[src/mrli_pkg.sv]
// Package for the two-way motor relay interlock.
// Mode and event codes, register map, reset values and shared structs.
// No dependencies.
`default_nettype none

package mrli_pkg;

  localparam int CFG_W  = 16;
  localparam int ADDR_W = 3;
  localparam int DATA_W = 32;

  localparam logic [1:0] MODE_IDLE = 2'd0;
  localparam logic [1:0] MODE_UP   = 2'd1;
  localparam logic [1:0] MODE_DOWN = 2'd2;
  localparam logic [1:0] MODE_WAIT = 2'd3;

  localparam logic [1:0] OP_TICK = 2'd0;
  localparam logic [1:0] OP_UP   = 2'd1;
  localparam logic [1:0] OP_DOWN = 2'd2;
  localparam logic [1:0] OP_LOCK = 2'd3;

  // register select is byte address bit 2
  localparam logic REG_WATCHDOG = 1'b0;
  localparam logic REG_DEAD     = 1'b1;

  localparam logic [CFG_W-1:0] WATCHDOG_RESET = 16'd500;
  localparam logic [CFG_W-1:0] DEAD_RESET     = 16'd250;

  typedef struct packed {
    logic [CFG_W-1:0] watchdog_limit_ms;
    logic [CFG_W-1:0] dead_time_ms;
  } cfg_t;

  typedef struct packed {
    logic       up_drive;
    logic       down_drive;
    logic [1:0] mode;
    logic       locked;
  } res_t;

endpackage

`default_nettype wire

[src/mrli_if.sv]
// Valid/ready channel interfaces for the motor relay interlock.
// Command channel carries op and value; result channel carries drives, mode and lock.
// No dependencies.
`default_nettype none

interface mrli_cmd_if;
  logic       valid;
  logic       ready;
  logic [1:0] op;
  logic       value;

  modport source (output valid, output op, output value, input ready);
  modport sink   (input valid, input op, input value, output ready);
endinterface

interface mrli_res_if;
  logic       valid;
  logic       ready;
  logic       up_drive;
  logic       down_drive;
  logic [1:0] mode;
  logic       locked;

  modport source (output valid, output up_drive, output down_drive, output mode,
                  output locked, input ready);
  modport sink   (input valid, input up_drive, input down_drive, input mode,
                  input locked, output ready);
endinterface

`default_nettype wire

[src/mrli_cfg_regs.sv]
// APB-style configuration registers: watchdog limit and dead time.
// Depends on mrli_pkg.
`default_nettype none

module mrli_cfg_regs (
  input  logic                        clk,
  input  logic                        rst,
  input  logic                        psel,
  input  logic                        penable,
  input  logic                        pwrite,
  input  logic [mrli_pkg::ADDR_W-1:0] paddr,
  input  logic [mrli_pkg::DATA_W-1:0] pwdata,
  output logic [mrli_pkg::DATA_W-1:0] prdata,
  output logic                        pready,
  output mrli_pkg::cfg_t              cfg
);

  logic wr_en;

  assign pready = 1'b1;
  assign wr_en  = psel & penable & pwrite;

  always_ff @(posedge clk) begin
    if (rst) begin
      cfg.watchdog_limit_ms <= mrli_pkg::WATCHDOG_RESET;
      cfg.dead_time_ms      <= mrli_pkg::DEAD_RESET;
    end else if (wr_en) begin
      case (paddr[2])
        mrli_pkg::REG_WATCHDOG: cfg.watchdog_limit_ms <= pwdata[mrli_pkg::CFG_W-1:0];
        mrli_pkg::REG_DEAD:     cfg.dead_time_ms      <= pwdata[mrli_pkg::CFG_W-1:0];
        default: ;
      endcase
    end
  end

  always_comb begin
    case (paddr[2])
      mrli_pkg::REG_WATCHDOG:
        prdata = {{(mrli_pkg::DATA_W-mrli_pkg::CFG_W){1'b0}}, cfg.watchdog_limit_ms};
      mrli_pkg::REG_DEAD:
        prdata = {{(mrli_pkg::DATA_W-mrli_pkg::CFG_W){1'b0}}, cfg.dead_time_ms};
      default:
        prdata = '0;
    endcase
  end

endmodule

`default_nettype wire

[src/mrli_core.sv]
// Interlock state update and result register.
// Holds mode, elapsed count and lock flag; depends on mrli_pkg.
`default_nettype none

module mrli_core #(
  parameter int COUNT_WIDTH = 16
) (
  input  logic           clk,
  input  logic           rst,
  input  mrli_pkg::cfg_t cfg,
  input  logic           in_valid,
  output logic           in_ready,
  input  logic [1:0]     in_op,
  input  logic           in_value,
  output logic           out_valid,
  input  logic           out_ready,
  output mrli_pkg::res_t out_res
);

  localparam int CMP_W = (COUNT_WIDTH > mrli_pkg::CFG_W) ? COUNT_WIDTH : mrli_pkg::CFG_W;

  logic [1:0]             run_mode, run_mode_next;
  logic [COUNT_WIDTH-1:0] elapsed_ms, elapsed_ms_next, count_inc;
  logic                   lock_flag, lock_flag_next;
  logic [1:0]             dir;
  logic                   in_fire;

  assign in_ready = ~out_valid | out_ready;
  assign in_fire  = in_valid & in_ready;

  always_comb begin
    run_mode_next   = run_mode;
    elapsed_ms_next = elapsed_ms;
    lock_flag_next  = lock_flag;
    dir             = (in_op == mrli_pkg::OP_UP) ? mrli_pkg::MODE_UP : mrli_pkg::MODE_DOWN;
    count_inc       = (&elapsed_ms) ? elapsed_ms : elapsed_ms + 1'b1;
    case (in_op)
      mrli_pkg::OP_TICK: begin
        elapsed_ms_next = count_inc;
        if (run_mode inside {mrli_pkg::MODE_UP, mrli_pkg::MODE_DOWN}) begin
          if (CMP_W'(count_inc) > CMP_W'(cfg.watchdog_limit_ms)) begin
            run_mode_next   = mrli_pkg::MODE_WAIT;
            elapsed_ms_next = '0;
          end
        end else if (run_mode == mrli_pkg::MODE_WAIT) begin
          if (CMP_W'(count_inc) > CMP_W'(cfg.dead_time_ms)) begin
            run_mode_next = mrli_pkg::MODE_IDLE;
          end
        end
      end
      mrli_pkg::OP_UP, mrli_pkg::OP_DOWN: begin
        if (lock_flag || !in_value) begin
          run_mode_next   = mrli_pkg::MODE_WAIT;
          elapsed_ms_next = '0;
        end else if (run_mode == mrli_pkg::MODE_IDLE) begin
          run_mode_next   = dir;
          elapsed_ms_next = '0;
        end else if (run_mode == dir) begin
          elapsed_ms_next = '0;
        end
      end
      mrli_pkg::OP_LOCK: begin
        lock_flag_next = in_value;
      end
      default: ;
    endcase
  end

  always_ff @(posedge clk) begin
    if (rst) begin
      run_mode   <= mrli_pkg::MODE_IDLE;
      elapsed_ms <= '0;
      lock_flag  <= 1'b1;
      out_valid  <= 1'b0;
    end else begin
      if (in_fire) begin
        run_mode   <= run_mode_next;
        elapsed_ms <= elapsed_ms_next;
        lock_flag  <= lock_flag_next;
        out_valid  <= 1'b1;
      end else if (out_ready) begin
        out_valid  <= 1'b0;
      end
    end
  end

  always_ff @(posedge clk) begin
    if (in_fire) begin
      out_res.up_drive   <= (run_mode_next == mrli_pkg::MODE_UP);
      out_res.down_drive <= (run_mode_next == mrli_pkg::MODE_DOWN);
      out_res.mode       <= run_mode_next;
      out_res.locked     <= lock_flag_next;
    end
  end

endmodule

`default_nettype wire

[src/two_way_motor_relay_interlock_top.sv]
// Top level of the two-way motor relay interlock.
// Instantiates mrli_cfg_regs and mrli_core; depends on mrli_pkg and mrli_if.
`default_nettype none

// One command or tick is transferred per clock cycle and its result appears in the
// result register on the next cycle. The state update and the result register share
// one stage, so the command channel stays ready except when a held result is not
// taken. Registers may be written through the APB port only while the block is idle.
module two_way_motor_relay_interlock_top #(
  parameter int COUNT_WIDTH = 16
) (
  input  logic                        clk,
  input  logic                        rst,
  mrli_cmd_if.sink                    cmd,
  mrli_res_if.source                  res,
  input  logic                        psel,
  input  logic                        penable,
  input  logic                        pwrite,
  input  logic [mrli_pkg::ADDR_W-1:0] paddr,
  input  logic [mrli_pkg::DATA_W-1:0] pwdata,
  output logic [mrli_pkg::DATA_W-1:0] prdata,
  output logic                        pready
);

  mrli_pkg::cfg_t cfg;
  mrli_pkg::res_t res_q;

  mrli_cfg_regs u_cfg (
    .clk     (clk),
    .rst     (rst),
    .psel    (psel),
    .penable (penable),
    .pwrite  (pwrite),
    .paddr   (paddr),
    .pwdata  (pwdata),
    .prdata  (prdata),
    .pready  (pready),
    .cfg     (cfg)
  );

  mrli_core #(.COUNT_WIDTH(COUNT_WIDTH)) u_core (
    .clk       (clk),
    .rst       (rst),
    .cfg       (cfg),
    .in_valid  (cmd.valid),
    .in_ready  (cmd.ready),
    .in_op     (cmd.op),
    .in_value  (cmd.value),
    .out_valid (res.valid),
    .out_ready (res.ready),
    .out_res   (res_q)
  );

  assign res.up_drive   = res_q.up_drive;
  assign res.down_drive = res_q.down_drive;
  assign res.mode       = res_q.mode;
  assign res.locked     = res_q.locked;

`ifndef SYNTHESIS
  a_no_both_drives: assert property (@(posedge clk) disable iff (rst)
    res.valid |-> !(res.up_drive && res.down_drive))
    else $error("both relay drives on");

  a_stall_blocks_input: assert property (@(posedge clk) disable iff (rst)
    (res.valid && !res.ready) |-> !cmd.ready)
    else $error("command taken while result held");

  a_lock_result: assert property (@(posedge clk) disable iff (rst)
    (cmd.valid && cmd.ready && cmd.op == mrli_pkg::OP_LOCK)
      |=> (res.valid && res.locked == $past(cmd.value)))
    else $error("lock transfer not reflected in result");
`endif

endmodule

`default_nettype wire
[src/flat_wrapper.sv]
// flat-port wrapper written by rule: the top's interface ports become plain ports
module two_way_motor_relay_interlock_top_flat 
#(
  parameter int COUNT_WIDTH = 16
)
  (clk, rst, psel, penable, pwrite, paddr, pwdata, prdata, pready, cmd_valid, cmd_op, cmd_value, cmd_ready, res_valid, res_up_drive, res_down_drive, res_mode, res_locked, res_ready);
  mrli_cmd_if cmd_i ();
  mrli_res_if res_i ();
  input  logic clk;
  input  logic rst;
  input  logic psel;
  input  logic penable;
  input  logic pwrite;
  input  logic [mrli_pkg::ADDR_W-1:0] paddr;
  input  logic [mrli_pkg::DATA_W-1:0] pwdata;
  output logic [mrli_pkg::DATA_W-1:0] prdata;
  output logic pready;
  input wire logic [$bits(cmd_i.valid)-1:0] cmd_valid;
  input wire logic [$bits(cmd_i.op)-1:0] cmd_op;
  input wire logic [$bits(cmd_i.value)-1:0] cmd_value;
  output wire logic [$bits(cmd_i.ready)-1:0] cmd_ready;
  output wire logic [$bits(res_i.valid)-1:0] res_valid;
  output wire logic [$bits(res_i.up_drive)-1:0] res_up_drive;
  output wire logic [$bits(res_i.down_drive)-1:0] res_down_drive;
  output wire logic [$bits(res_i.mode)-1:0] res_mode;
  output wire logic [$bits(res_i.locked)-1:0] res_locked;
  input wire logic [$bits(res_i.ready)-1:0] res_ready;
  assign cmd_i.valid = cmd_valid;
  assign cmd_i.op = cmd_op;
  assign cmd_i.value = cmd_value;
  assign cmd_ready = cmd_i.ready;
  assign res_valid = res_i.valid;
  assign res_up_drive = res_i.up_drive;
  assign res_down_drive = res_i.down_drive;
  assign res_mode = res_i.mode;
  assign res_locked = res_i.locked;
  assign res_i.ready = res_ready;
  two_way_motor_relay_interlock_top #(.COUNT_WIDTH(COUNT_WIDTH)) u_core (.clk(clk), .rst(rst), .cmd(cmd_i), .res(res_i), .psel(psel), .penable(penable), .pwrite(pwrite), .paddr(paddr), .pwdata(pwdata), .prdata(prdata), .pready(pready));
endmodule
[config.mk]
export PLATFORM = sky130hd
export DESIGN_NAME = two_way_motor_relay_interlock_top_flat
export DESIGN_NICKNAME = d
export VERILOG_FILES = /design/src/mrli_pkg.sv /design/src/mrli_if.sv /design/src/mrli_cfg_regs.sv /design/src/mrli_core.sv /design/src/two_way_motor_relay_interlock_top.sv /design/src/flat_wrapper.sv
export SDC_FILE = /design/constraint.sdc
export NUM_CORES = 1
export LEC_CHECK = 0
export ABC_AREA = 1
export ABC_CLOCK_PERIOD_IN_PS = 8200
export BUFFER_PORTS_ARGS = -buffer_cell sky130_fd_sc_hd__buf_2
export CORE_MARGIN = 5
export CORE_UTILIZATION = 60
export DETAILED_ROUTE_END_ITERATION = 10
export GPL_TIMING_DRIVEN = 0
export PLACE_DENSITY = 0.83
export SETUP_SLACK_MARGIN = 0.1
export SLEW_MARGIN = 0
export SYNTH_ARGS = -nofsm -noshare
export SYNTH_HDL_FRONTEND = slang
export SYNTH_HIERARCHICAL = 1
export SYNTH_SLANG_ARGS = --single-unit
[constraint.sdc]
create_clock -name clk -period 8.2 [get_ports clk]
set_clock_uncertainty 0.2 [all_clocks]
set_input_delay 2.46 -clock clk [delete_from_list [all_inputs] [get_ports clk]]
set_output_delay 2.46 -clock clk [all_outputs]
set_load 0.02 [all_outputs]
==> impl_metrics.json <==
{
  "fp-row-count": 30,
  "drc_errors": 0,
  "die_w_um": 92.5,
  "grt_start_max_net_pins": 12,
  "regToRegSetupSlack_ns": 4.30,
  "post-cts-setup-buffers": 0,
  "clk_latency_ns": 0.35,
  "critical_path.endpoint": "prdata[0]",
  "postSynthCellCount": 593,
  "power.leakage_nw": 2.51,
  "fmax_mhz": 166,
  "final_cells": 753,
  "cp.depth": 6,
  "cts_tree": "built",
  "max_stage_delay_ns": 0.29,
  "min_path_type": "register to register",
  "fin_crit_ns": 6.03,
  "fill_cells": 581,
  "tns_ns": 0,
  "post_route_cells_drive_above_1_share_pct": 22.0,
  "grt.total_usage_pct": 23.5,
  "crit_family": "buffers and inverters",
  "syn_area_um2": 4090,
  "routedWlPerCell_um": 12.8,
  "grt_pass1_wl_mm": 16.2,
  "core_area_um2": 6720,
  "synth_top_family_by_area": "simple AND/OR/NAND/NOR gates",
  "worst_pin_slew_ns": 0.713,
  "grt_pass1_vias": 3769,
  "wl_mm": 9.60,
  "vdd_drop_max_mv": 0.109,
  "slew_violations": 0,
  "synth-edff-count": 5,
  "synth.avg_cell_area_um2": 6.89,
  "cts_resized": 0,
  "port_buffers": 49,
  "crit_required_ns": 5.54,
  "worst_path_most_repeated_cell": "buf_2",
  "synth_xor_area_share_pct": 2.76,
  "cts_max_path_buffers": 2,
  "finalHoldViolCount": 0,
  "synth_compound_area_share_pct": 8.88,
  "grt_overflow": 0,
  "worstPathArrival_ns": 3.37,
  "cp_cell_sequence": "buf_2 -> inv_2 -> buf_2 -> nand2_1 -> nand2_1 -> buf_2",
  "worstSetupPathType": "input pin to primary output",
  "r2r_cells": 24,
  "synthArstFlopShare_pct": 0,
  "antenna_found_initial": 0,
  "cts_hold_buf": 0,
  "final_cell_mix": "nand2_1, inv_1, nor2_1, buf_2, dfxtp_1",
  "clk_pin_slew_ns": 0.06,
  "rsz0062_at_grt": "no",
  "drt_iter0_drc": 176,
  "cts_root_buf": "clkbuf_8",
  "synthMuxAreaShare_pct": 0,
  "slew-limit-headroom_pct": 52.4,
  "cts_sinks": 57,
  "layout.nets": 749,
  "whs_ns": 0.285,
  "synth_seq_cells": 57,
  "cp-start-kind": "input pin",
  "drtPass1Iterations": 5,
  "multiInputGateArea_um2": 2420,
  "initial_utilization_pct": 60.8,
  "yosys.area_share.simple_pct": 35.1,
  "antenna_left": 0,
  "period_share_pct": 73.6,
  "gp_congestion": 0.878,
  "r2r_start": "u_core/u_core/elapsed_ms[0]",
  "status": "completed",
  "yosys_most_used_dff": "dfxtp_1",
  "powerDensity_nw_per_um2": 157,
  "end_kind": "primary output",
  "startpoint": "paddr[2]",
  "h-tree-depth": 3,
  "seq_area_um2": 1190,
  "crit_fanout": 10,
  "die-height_um": 92.5,
  "setup_viol": 0,
  "synth-adder-area-share_pct": 11.0,
  "areaGrowthSynthToFinish_pct": 16.1,
  "n_antenna_cell": 0,
  "slowest_stage": "buf_2",
  "placed_cells": 737,
  "numCtsBuffers": 9,
  "dp_hpwl_mm": 7.21,
  "p_total_uw": 746,
  "io_pins": 85,
  "ys_seq_area_share_pct": 29.2,
  "maxCapViolCount": 0,
  "synth_warnings": 6,
  "final_common_cell": "nand2_1",
  "viasPerCell": 5.14,
  "r2r_end": "u_core/u_core/out_res[3]",
  "worst-path-buf-inv": 4,
  "hold_depth": 2,
  "vias": 3874,
  "ys_types": 37,
  "die_area_um2": 8560
}
[final cells by class]
| class | count | area share, % |
|---|---|---|
| multi-input combinational | 440 | 51.1 |
| sequential | 57 | 25.1 |
| inverter | 78 | 6.20 |
| timing repair buffer | 49 | 5.17 |
| buffer | 33 | 4.93 |
| clock buffer | 13 | 4.01 |
| tap | 80 | 2.11 |
| clock inverter | 3 | 1.40 |
[synth_stat cells (5+ instances only)]
cell type	instances	area share, %
a21oi_1	30	3.7
a21oi_2	10	2.1
buf_4	19	3.5
clkbuf_1	6	0.55
dfxtp_1	52	25
edfxtp_1	5	3.7
ha_1	36	11
inv_1	74	6.8
nand2_1	171	16
nand2_2	20	3.1
nand3_1	39	4.8
nor2_1	59	5.4
nor2_4	8	2.2
o21ai_0	11	1.3
xor2_1	7	1.5
[sequential cells by signal (all words and copies together) (netlist names)]
register                  cells
u_core/u_cfg/cfg             32
u_core/u_core/elapsed_ms     16
u_core/u_core/lock_flag       1
u_core/u_core/out_res         5
u_core/u_core/out_valid       1
u_core/u_core/run_mode        2
[through the flow]
step                      worst slack (ns)  cell area, um2  utilization [%]
after floorplan                       2.55            4140                -
after detailed placement              2.20            4490             66.8
after global placement                2.22            4490             66.8
final                                 2.17            4740             70.6
after CTS                             2.19            4740             70.6
after global routing                  2.10            4740             70.6
[worst min-delay path by stage]
stage	start	end	slack [ns]
6_report	u_core/u_cfg/cfg[6]	u_core/u_cfg/cfg[6]	0.29
5_1_grt	u_core/u_cfg/cfg[5]	u_core/u_cfg/cfg[5]	0.32
2_1_floorplan	u_core/u_cfg/cfg[1]	u_core/u_cfg/cfg[1]	0.25
4_1_cts	u_core/u_cfg/cfg[6]	u_core/u_cfg/cfg[6]	0.29
3_3_place_gp	u_core/u_cfg/cfg[18]	u_core/u_cfg/cfg[18]	0.27
3_5_place_dp	u_core/u_cfg/cfg[1]	u_core/u_cfg/cfg[1]	0.27
[metal layers]
metal	share of wire, %	GRT usage (%)
met5	0	0
met4	3.2	12.4
met3	5.8	4.31
met2	49	40.1
met1	42	27.9
[tightest hold or removal path: cells and delay by family (launching register included)]
kind / cells / cell delay (ns)
simple gates: 2 / 0.11
flops: 1 / 0.32
[where the power goes]
part	internal [mW]	switching, mW
clock	0.215	0.118
sequential	0.292	0.00733
combinational	0.0397	0.0739
total	0.546	0.200
[logic make-up after synthesis]
kind of cell,after synthesis
flip-flops,57
other,2
XOR/XNOR,12
adder cells (fa/ha/maj),36
AO/OA/AOI/OAI,59
AND/OR/NAND/NOR,316
buffers and inverters,111
No activity file was read; power rests on OpenSTA's default activity.
